===== src/hdl/hbs_pkg.sv =====
package hbs_pkg;

  localparam int GRID_SIZE_DEF = 256;
  // widest store address over the legal grid sizes (1024 x 1024)
  localparam int ADDR_MAX_W = 20;

  localparam logic [23:0] RECIP_RESET = 24'd65536;
  localparam logic [30:0] HALF_RESET  = 31'd8388608;

  // register select, taken from paddr[2]
  localparam logic REG_RECIP = 1'b0;
  localparam logic REG_HALF  = 1'b1;

  localparam logic KIND_WRITE = 1'b0;
  localparam logic KIND_QUERY = 1'b1;

  typedef enum logic [1:0] {
    OP_WRITE,
    OP_MISS,
    OP_SAMPLE
  } op_t;

  typedef struct packed {
    logic               kind;
    logic [15:0]        write_index;
    logic [15:0]        write_height;
    logic signed [31:0] query_x;
    logic signed [31:0] query_y;
  } item_t;

  typedef struct packed {
    logic [15:0] height;
    logic        in_range;
  } result_t;

  typedef struct packed {
    logic [23:0] grid_step_recip;
    logic [30:0] half_extent;
  } cfg_t;

  // classified work: store address (write target or sample base), write data, weights
  typedef struct packed {
    op_t                   op;
    logic [ADDR_MAX_W-1:0] addr;
    logic [15:0]           data;
    logic [15:0]           fx;
    logic [15:0]           fy;
  } job_t;

  typedef struct packed {
    logic valid;
    job_t job;
  } job_req_t;

endpackage


===== src/hdl/hbs_queue.sv =====
module hbs_queue (
  input  logic              clk,
  input  logic              rst,
  input  hbs_pkg::job_req_t push,
  output logic              push_ready,
  output hbs_pkg::job_req_t head,
  input  logic              pop
);
  import hbs_pkg::*;

  localparam int DEPTH = 4;
  localparam int PTRW  = $clog2(DEPTH);

  job_t            slots [DEPTH];
  logic [PTRW-1:0] wr_ptr;
  logic [PTRW-1:0] rd_ptr;
  logic [PTRW:0]   count;
  logic            do_push;
  logic            do_pop;

  assign push_ready = count != (PTRW+1)'(DEPTH);
  assign head.valid = count != '0;
  assign head.job   = slots[rd_ptr];
  assign do_push    = push.valid && push_ready;
  assign do_pop     = pop && head.valid;

  always_ff @(posedge clk) begin
    if (rst) begin
      wr_ptr <= '0;
      rd_ptr <= '0;
      count  <= '0;
    end else begin
      if (do_push) begin
        wr_ptr <= wr_ptr + 1'b1;
      end
      if (do_pop) begin
        rd_ptr <= rd_ptr + 1'b1;
      end
      if (do_push && !do_pop) begin
        count <= count + 1'b1;
      end else if (do_pop && !do_push) begin
        count <= count - 1'b1;
      end
    end
  end

  always_ff @(posedge clk) begin
    if (do_push) begin
      slots[wr_ptr] <= push.job;
    end
  end

endmodule


===== config.mk =====
export PLATFORM = sky130hd
export DESIGN_NAME = hbs_queue
export DESIGN_NICKNAME = d
export VERILOG_FILES = /design/src/hdl/hbs_pkg.sv /design/src/hdl/hbs_queue.sv
export SDC_FILE = /design/constraint.sdc
export NUM_CORES = 1
export LEC_CHECK = 0
export ABC_AREA = 1
export BUFFER_PORTS_ARGS = -buffer_cell sky130_fd_sc_hd__buf_2
export CAP_MARGIN = 30
export CORE_MARGIN = 10
export CORE_UTILIZATION = 57
export DETAILED_ROUTE_END_ITERATION = 10
export GPL_TIMING_DRIVEN = 0
export PLACE_DENSITY = 0.86
export SLEW_MARGIN = 40
export SYNTH_ARGS = -nofsm -noshare
export SYNTH_HDL_FRONTEND = slang
export SYNTH_SLANG_ARGS = --single-unit

===== constraint.sdc =====
create_clock -name clk -period 4.95 [get_ports clk]
set_clock_uncertainty 0.1 [all_clocks]
set_input_delay 0.7425 -clock clk [delete_from_list [all_inputs] [get_ports clk]]
set_output_delay 0.7425 -clock clk [all_outputs]
set_load 0.05 [all_outputs]

==> results of run 1 <==
==> area by class of cell <==
type,count,area share
Clock buffer,42,0.0587
Tap cell,265,0.0239
Antenna cell,1,0.000180
Inverter,16,0.00469
Multi-Input combinational cell,395,0.179
Sequential cell,289,0.618
Buffer,44,0.0225
Timing Repair Buffer,163,0.0816
Clock inverter,9,0.0105
==> worst max-delay path: stages, from the launching register on <==
cell      delay (ns)
dfxtp_1         0.49
inv_1           0.41
clkbuf_1        0.42
o21ai_0         0.23
o22ai_2         0.13
buf_2           0.32
==> worst min path at each step <==
stage | endpoint | slack [ns]
after floorplan | flip-flop | 0.36
after global placement | rd_ptr[0]$_SDFFE_PP0P_ | 0.39
after detailed placement | rd_ptr[1]$_SDFFE_PP0P_ | 0.41
after global routing | slots[1][67]$_DFFE_PP_ | 0.31
after CTS | slots[1][67]$_DFFE_PP_ | 0.31
final | slots[3][65]$_DFFE_PP_ | 0.33
==> flip-flops by register name (all words and copies together) (netlist names), named ones only <==
| signal | count |
|---|---|
| wr_ptr | 2 |
| slots | 280 |
| rd_ptr | 2 |
| count | 3 |
==> power by group through the flow <==
stage          clock network (uW)  logic (uW)  registers [uW]
6_report                     2170        2910            3060
5_1_grt                      2320        3080            3070
4_1_cts                      2200        2940            3060
3_5_place_dp                    0        2920            3110
3_3_place_gp                    0        2740            3150
2_1_floorplan                   0        2080            3110
==> per-layer routing <==
layer,track usage,vias up,share of wire
met3,0.0397,38,0.071
met2,0.337,247,0.52
met1,0.229,3366,0.39
met4,0.0476,6,0.018
li1,-,3180,-
met5,0,-,0.0013
==> through the flow <==
stage / std cells / cell area, sq um
after floorplan: 744 / 11400
after global placement: 1154 / 12500
after detailed placement: 1172 / 12900
after CTS: 1223 / 13900
after global routing: 1223 / 13900
final: 1224 / 13900
==> logic make-up after synthesis <==
| family | after synthesis |
|---|---|
| adders and majority gates | 6 |
| AOI/OAI and AO/OA | 214 |
| xor gates and xnor gates | 1 |
| DFF | 289 |
| and+or+nand+nor | 174 |
| buffers and inverters | 60 |
==> cell usage after synthesis <==
cell      instances
edfxtp_1        280
nor2_1          114
o21ai_0         111
nor2_4           40
o22ai_2          40
o21ai_1          30
o22ai_1          30
clkbuf_1         21
inv_1            15
nand2_1          15
buf_2            11
dfxtp_1           9
buf_6             7
buf_12            5
ha_1              5
nand3_1           4
a21oi_1           3
fa_1              1
inv_6             1
nand3b_1          1
xor2_1            1
==> impl_metrics.tcl, run 1 <==
set metrics [dict create \
    status "completed" \
    hp-start "push[65]" \
    p_sw_uw 3060 \
    syn_area_sq_mm 0.0114 \
    first_iter_violations 460 \
    pwr-share-clk 0.267 \
    r2r_end "slots[2][17]$_DFFE_PP_" \
    switching_share 0.376 \
    synth_compound_area_frac 0.123 \
    fin_crit_sh 0.684 \
    clock_path_buffers 3 \
    hold_ws_ns 0.327 \
    io_pins 146 \
    post_cts_buffers 0 \
    p_comb_frac 0.357 \
    yosysTopAreaCellShare 0.736 \
    syn_to_final_growth_pct 21.5 \
    route.detailed.drc 0 \
    internal_power_uw 5070 \
    slew_headroom 0.615 \
    syn_avg_cell_area_sq_um 15.4 \
    drt_pass1_iterations 5 \
    ctsResizeCount 0 \
    grt_pass1_vias 7128 \
    pwr-share-seq 0.376 \
    dp_hpwl_mm 16.7 \
    die_h_microns 162 \
    synthCells 744 \
    worst-r2r-setup-slack_ns 2.49 \
    grt_max_degree 18 \
    ys_types 21 \
    layout_min_cycle_time_ns 3.38 \
    slew_viol_final 0 \
    cts_tree "yes" \
    required_ns 4.11 \
    synth_nets 824 \
    vias 6837 \
    cellLeakagePower_uw 0.00487 \
    r2r_start "count[0]$_SDFFE_PP0P_" \
    final_nets 1017 \
    grt.total_usage 0.189 \
    clock.fmax_ghz 0.295 \
    ys_ff_latch 289 \
    holdPathStages 1 \
    drive_gt1_frac 0.326 \
    gp_congestion 0.748 \
    num-fill-cells 1280 \
    synthAdderAreaFrac 0.00723 \
    final_cell_mix "edfxtp_1 (280), buf_2 (156), o21ai_0 (111)" \
    final_common_cell "edfxtp_1" \
    rsz0062_at_grt "false" \
    antenna_found_initial 4 \
    startpoint_type "flip-flop" \
    row_count 51 \
    postLayoutCoreUtil 0.709 \
    clk_latency_ns 0.52 \
    finalHoldViolCount 0 \
    cts_hold_buf 0 \
    ant_nets 0 \
    worst_pin_slew_ns 0.577 \
    yosysTopAreaCell "edfxtp_1" \
    synth-xor-area-share 0.000766 \
    yosys-top-cells-area "edfxtp_1 (74%), o21ai_0 (4.9%), o22ai_2 (4.4%), nor2_4 (3.9%), nor2_1 (3.7%)" \
    cp-endpoint "head[64]" \
    power.density_mw_per_mm2 585 \
    ctsRootBufferMaster "clkbuf_16" \
    finalSetupViolCount 0 \
    path_class "flip-flop to output pin" \
    multi_input_area_sq_mm 0.00249 \
    clk_pin_slew_ns 0.06 \
    cap_violations 0 \
    ctsHtreeMaxLevel 1 \
    start_util 0.583 \
    cp_max_fo 10 \
    crit_arrival_ns 2.54 \
    setup_tns_ns 0 \
    total_power_uw 8130 \
    dp_slack_ns 2.12 \
    ir_drop_mv 0.530 \
    ys_seq_area_frac 0.751 \
    synthMuxAreaShare 0 \
    numCtsBuffers 28 \
    detail_route.wl_per_cell_microns 20.8 \
    timing.final.ws_setup_ns 1.57 \
    seq_area_sq_mm 0.00859 \
    clock-sinks 289 \
    hold_class "input port to flip-flop" \
    reg2reg_depth 8 \
    dieArea_sq_mm 0.0261 \
    post_drt_via_cell_ratio 5.59 \
    die_w_microns 162 \
    worstSetupEndpointType "output pin" \
    synth_top_family_by_area "compound AO/OA/AOI/OAI gates" \
    ys_warn_count 0 \
    grt_pass1_wl_mm 39.0 \
    synth-simple-area-share 0.0842 \
    gr-total-overflow 0 \
    coreArea_sq_mm 0.0196 \
    drt_wl_total_mm 25.4 \
    io_buffers 145 \
]
No activity file was read; power rests on OpenSTA's default activity.
==> inputs of run 2 (changes only) <==
--- a/config.mk
+++ b/config.mk
@@ -9,10 +9,10 @@
 export BUFFER_PORTS_ARGS = -buffer_cell sky130_fd_sc_hd__buf_2
 export CAP_MARGIN = 30
 export CORE_MARGIN = 10
-export CORE_UTILIZATION = 57
+export CORE_UTILIZATION = 52
 export DETAILED_ROUTE_END_ITERATION = 10
 export GPL_TIMING_DRIVEN = 0
-export PLACE_DENSITY = 0.86
+export PLACE_DENSITY = 0.83
 export SLEW_MARGIN = 40
 export SYNTH_ARGS = -nofsm -noshare
 export SYNTH_HDL_FRONTEND = slang
==> constraint.sdc (replaced) <==
create_clock -name clk -period 2.87 [get_ports clk]
set_clock_uncertainty 0.1 [all_clocks]
set_input_delay 0.4305 -clock clk [delete_from_list [all_inputs] [get_ports clk]]
set_output_delay 0.4305 -clock clk [all_outputs]
set_load 0.05 [all_outputs]
==> run 2 against run 1 <==
Die area increased by 8.4%. Sequential share of layout area decreased by 1.4 points. Via count increased by 0.88%. Global-route usage decreased by 1.3 points. Largest cell class unchanged. Critical path type unchanged. Final cell count increased by 4.0%. Worst hold slack got worse by 0.31 ns. Highest routed layer unchanged. Sequential cell count unchanged.
==> impl_metrics.tcl, run 2 (same netlist as run 1, synthesis figures left out) <==
set metrics [dict create \
    post_cts_buffers 0 \
    clock.fmax_ghz 0.360 \
    finalHoldViolCount 0 \
    status "completed" \
    antenna_found_initial 5 \
    postLayoutCoreUtil 0.654 \
    cellLeakagePower_uw 0.00502 \
    dpl.cell_count 1187 \
    grt_max_degree 19 \
    largest_reg_flops 280 \
    final_nets 1047 \
    worst_pin_slew_ns 0.486 \
    fin_crit_sh 0.967 \
    first_iter_violations 521 \
    cap_violations 0 \
    syn_to_final_growth_pct 24.4 \
    path_class "flip-flop to output pin" \
    grt_pass1_wl_mm 39.8 \
    start_util 0.525 \
    reg_top3 "slots: 280 flops, count: 3 flops" \
    dp_slack_ns 0.295 \
    slew_headroom 0.676 \
    ctsHtreeMaxLevel 1 \
    total_power_uw 14200 \
    finalSetupViolCount 0 \
    timing.final.ws_setup_ns 0.0958 \
    dieArea_sq_mm 0.0283 \
    ir_drop_mv 0.829 \
    route.detailed.drc 0 \
    die_w_microns 168 \
    cp_max_fo 10 \
    gr-total-overflow 0 \
    gp_congestion 0.724 \
    dp_hpwl_mm 16.8 \
    rsz0062_at_grt "false" \
    slew_viol_final 0 \
    ctsRootBufferMaster "clkbuf_16" \
    detail_route.wl_per_cell_microns 20.4 \
    drive_gt1_frac 0.332 \
    numCtsBuffers 29 \
    clk_pin_slew_ns 0.06 \
    grt.total_usage 0.176 \
    post_drt_via_cell_ratio 5.42 \
    hold_class "input port to flip-flop" \
    num-fill-cells 1507 \
    crit_arrival_ns 2.24 \
    io_pins 146 \
    final_cell_mix "edfxtp_1 (280), buf_2 (156), o21ai_0 (111)" \
    drt_wl_total_mm 26.0 \
    largest-register "slots" \
    grt_pass1_vias 7134 \
    clk_latency_ns 0.53 \
    power.density_mw_per_mm2 998 \
    startpoint_type "flip-flop" \
    required_ns 2.34 \
    cts_tree "yes" \
    worstSetupEndpointType "output pin" \
    final_common_cell "edfxtp_1" \
    clock_path_buffers 3 \
    die_h_microns 168 \
    drt_pass1_iterations 5 \
    layout_min_cycle_time_ns 2.77 \
    coreArea_sq_mm 0.0218 \
    vias 6897 \
    clock-sinks 289 \
    row_count 54 \
    fin_cells 1273 \
    io_buffers 145 \
    ant_nets 0 \
]
-- run 2: cell count changes in the layout (fill, tap and decap cells not counted), moves of 3 or more --
cell           change
diode_2            +3
buf_8              +3
buf_16             -3
clkbuf_1          -14
clkinv_1           +3
dlygate4sd3_1     +29
clkbuf_2           +8
clkinv_2           +4
clkbuf_8           -4
-- run 2: critical path, cell delays in order (launching register included) --
cell and delay (ns):
dfxtp_2 0.53, clkbuf_1 0.44, o21ai_0 0.20, o22ai_1 0.24, buf_2 0.30
-- run 2: what timing repair did --
action	4_1_cts	5_1_grt
hold buffers	25	4
pin swaps	0	0
setup endpoints to repair	70	33
cloned	0	0
gates resized for setup	4	14
endpoints found under the hold margin	84	16
-- run 2: routing by layer --
layer,global-route usage,vias up,wire [microns]
met5,0,-,13
met4,0.0492,2,427
met3,0.0361,30,1490
met2,0.312,197,13500
met1,0.214,3409,10500
li1,-,3259,-
-- run 2: final cells by class --
| type | count | area [sq um] | area share |
|---|---|---|---|
| clock buffer | 32 | 737 | 0.0518 |
| buffer | 44 | 323 | 0.0227 |
| antenna | 4 | 10.0 | 0.000704 |
| timing repair buffer | 192 | 1390 | 0.0975 |
| clock inverter | 21 | 264 | 0.0186 |
| tap | 280 | 350 | 0.0246 |
| sequential | 289 | 8590 | 0.604 |
| multi-input combinational | 395 | 2490 | 0.175 |
| inverter | 16 | 68.8 | 0.00484 |
-- run 2: worst paths after layout --
kind / start / to / slack (ns) / depth (start not counted)
worst max register to register: count[1]$_SDFFE_PP0P_ / count[1]$_SDFFE_PP0P_ / 0.54 / 9
worst min-delay path: push[0] / slots[0][0]$_DFFE_PP_ / 0.01 / 1
worst max-delay path: flip-flop / head[55] / 0.1 / 4
worst min register to register: rd_ptr[0]$_SDFFE_PP0P_ / flip-flop / 0.41 / 2
-- run 2: through the flow --
step                      hold WS (ns)  TNS (ns)  cell area, sq um
after floorplan                  0.359   -171.64             11400
after global placement           0.389   -435.64             12500
after detailed placement         0.404         0             12900
after CTS                     0.000128         0             14200
after global routing         0.0000620         0             14200
final                           0.0145         0             14200
-- run 2: where the power goes --
| group | switching, uW | internal (uW) | total, uW |
|---|---|---|---|
| Clock | 1510 | 2390 | 3900 |
| Sequential | 148 | 5120 | 5270 |
| Combinational | 3690 | 1320 | 5020 |
| Total | 5350 | 8830 | 14200 |
==> inputs of run 3 (changes only) <==
--- a/config.mk
+++ b/config.mk
@@ -13,6 +13,7 @@
 export DETAILED_ROUTE_END_ITERATION = 10
 export GPL_TIMING_DRIVEN = 0
 export PLACE_DENSITY = 0.83
+export RECOVER_POWER = 25
 export SLEW_MARGIN = 40
 export SYNTH_ARGS = -nofsm -noshare
 export SYNTH_HDL_FRONTEND = slang
==> run 3 against run 2 <==
Clock-buffer cell count unchanged. Routed wire length shrank 0.25%. Non-clock buffer count is the same. Maximum frequency increased by 0.37%. Sequential share of layout area rose by 0.21 points. Clock power about the same. Critical path depth stayed put. Setup slack better by 0.010 ns. Final cell count is the same. Critical path type unchanged. Highest routed layer unchanged.
==> impl_metrics.tcl, run 3 (same netlist as run 1, synthesis figures left out) <==
set metrics [dict create \
    finalSetupViolCount 0 \
    hold_ws_ns 0.0194 \
    status "completed" \
    ant_nets 0 \
    drt_wl_total_mm 25.9 \
    post_drt_via_cell_ratio 5.42 \
    cp_max_fo 10 \
    crit_family "buffers and inverters" \
    antenna_found_initial 5 \
    gp_congestion 0.724 \
    total_power_uw 14200 \
    internal_power_uw 8830 \
    cpPeakStageDelay_ns 0.53 \
    final_cell_mix "edfxtp_1 (280), buf_2 (116), o21ai_0 (111)" \
    rsz0062_at_grt "false" \
    dpl.cell_count 1187 \
    pwr-share-clk 0.275 \
    drive_gt1_frac 0.291 \
    p_sw_uw 5350 \
    die_w_microns 168 \
    slew_viol_final 0 \
    vias 6901 \
    grt_max_degree 19 \
    largest_reg_flops 280 \
    dieArea_sq_mm 0.0283 \
    worst-r2r-setup-slack_ns 0.54 \
    io_pins 146 \
    clock-sinks 289 \
    grt_pass1_wl_mm 39.8 \
    drt_pass1_iterations 5 \
    clk_pin_slew_ns 0.06 \
    postPlaceCellArea_sq_mm 0.0129 \
    io_buffers 145 \
    syn_to_final_growth_pct 24.0 \
    required_ns 2.34 \
    path_class "flip-flop to output pin" \
    fin_crit_sh 0.963 \
    die_h_microns 168 \
    largest-register "slots" \
    cap_violations 0 \
    layout_min_cycle_time_ns 2.76 \
    final_nets 1047 \
    grtUsageMet2 0.312 \
    ir_drop_mv 0.831 \
    final_common_cell "edfxtp_1" \
    grt.total_usage 0.176 \
    grt_busiest_layer "met2" \
    use_met1 0.214 \
    num-fill-cells 1523 \
    ctsRootBufferMaster "clkbuf_16" \
    cpMaxStageDelayCell "dfxtp_2" \
    setup_tns_ns 0 \
    met3_usage 0.0361 \
    clock_path_buffers 3 \
    ctsHtreeMaxLevel 1 \
    first_iter_violations 516 \
    start_util 0.525 \
    grt_pass1_vias 7134 \
    clk_latency_ns 0.53 \
    row_count 54 \
    slew_headroom 0.682 \
    post_cts_buffers 0 \
    detail_route.wl_per_cell_microns 20.4 \
    gr-total-overflow 0 \
    worstSetupEndpointType "output pin" \
    cts_tree "yes" \
    worstPathCellList "clkbuf_1 > o21ai_0 > o22ai_1 > buf_2" \
    crit_buf_inv 2 \
    switching_share 0.377 \
    hold_class "input port to flip-flop" \
    p_comb_frac 0.353 \
    power.density_mw_per_mm2 1000 \
    cellLeakagePower_uw 0.00491 \
    coreArea_sq_mm 0.0218 \
    worst_pin_slew_ns 0.478 \
    reg_top3 "slots: 280 flops, count: 3 flops" \
    fin_cells 1273 \
    numCtsBuffers 29 \
    dp_hpwl_mm 16.8 \
    fin_area_sq_mm 0.0142 \
    startpoint_type "flip-flop" \
    clock.fmax_ghz 0.362 \
    pwr-share-seq 0.372 \
    crit_arrival_ns 2.23 \
    finalHoldViolCount 0 \
    route.detailed.drc 0 \
]
[run 3: cell count changes in the layout (fill, tap and decap cells not counted), sizes merged]
cell / before / now
buf: 186 / 146
clkbuf: 53 / 93
[run 3: worst paths after layout]
path | from | end | depth (start not counted)
worst max register to register | count[1]$_SDFFE_PP0P_ | count[1]$_SDFFE_PP0P_ | 9
worst min-delay path | rst | flip-flop | 2
worst max-delay path | flip-flop | head[55] | 4
worst min register to register | rd_ptr[0]$_SDFFE_PP0P_ | flip-flop | 2
[run 3: area by class of cell]
class / count / area, sq um / area share
clock buffer: 32 / 737 / 0.0520
sequential: 289 / 8590 / 0.606
tap: 280 / 350 / 0.0247
antenna: 4 / 10.0 / 0.000706
inverter: 16 / 68.8 / 0.00486
timing repair buffer: 192 / 1340 / 0.0943
buffer: 44 / 323 / 0.0228
clock inverter: 21 / 264 / 0.0186
multi-input combinational: 395 / 2490 / 0.176
[run 3: power by group through the flow]
| stage | logic [uW] | registers (uW) | clock network, uW |
|---|---|---|---|
| after detailed placement | 5010 | 5350 | 0 |
| after floorplan | 3600 | 5330 | 0 |
| final | 5010 | 5270 | 3900 |
| after global routing | 5310 | 5300 | 4140 |
| after global placement | 4760 | 5390 | 0 |
| after CTS | 5060 | 5270 | 3960 |
[run 3: per-layer routing]
metal | part of all wire | wire, microns
met5 | 0.00050 | 13
met4 | 0.016 | 427
met3 | 0.060 | 1570
met2 | 0.52 | 13400
met1 | 0.40 | 10500
[run 3: through the flow]
stage	utilization	setup WS (ns)
global placement	0.575	-1.62
finish	0.651	0.106
floorplan	-	-0.613
detailed placement	0.593	0.295
CTS	0.651	0.00250
global route	0.651	0.00288
[run 3: repair_timing]
action                                  CTS  global route
gates resized for setup                   4            14
hold buffers                             25             4
pin swaps                                 0             0
endpoints found under the setup margin   70            33
hold endpoints to repair                 84            16
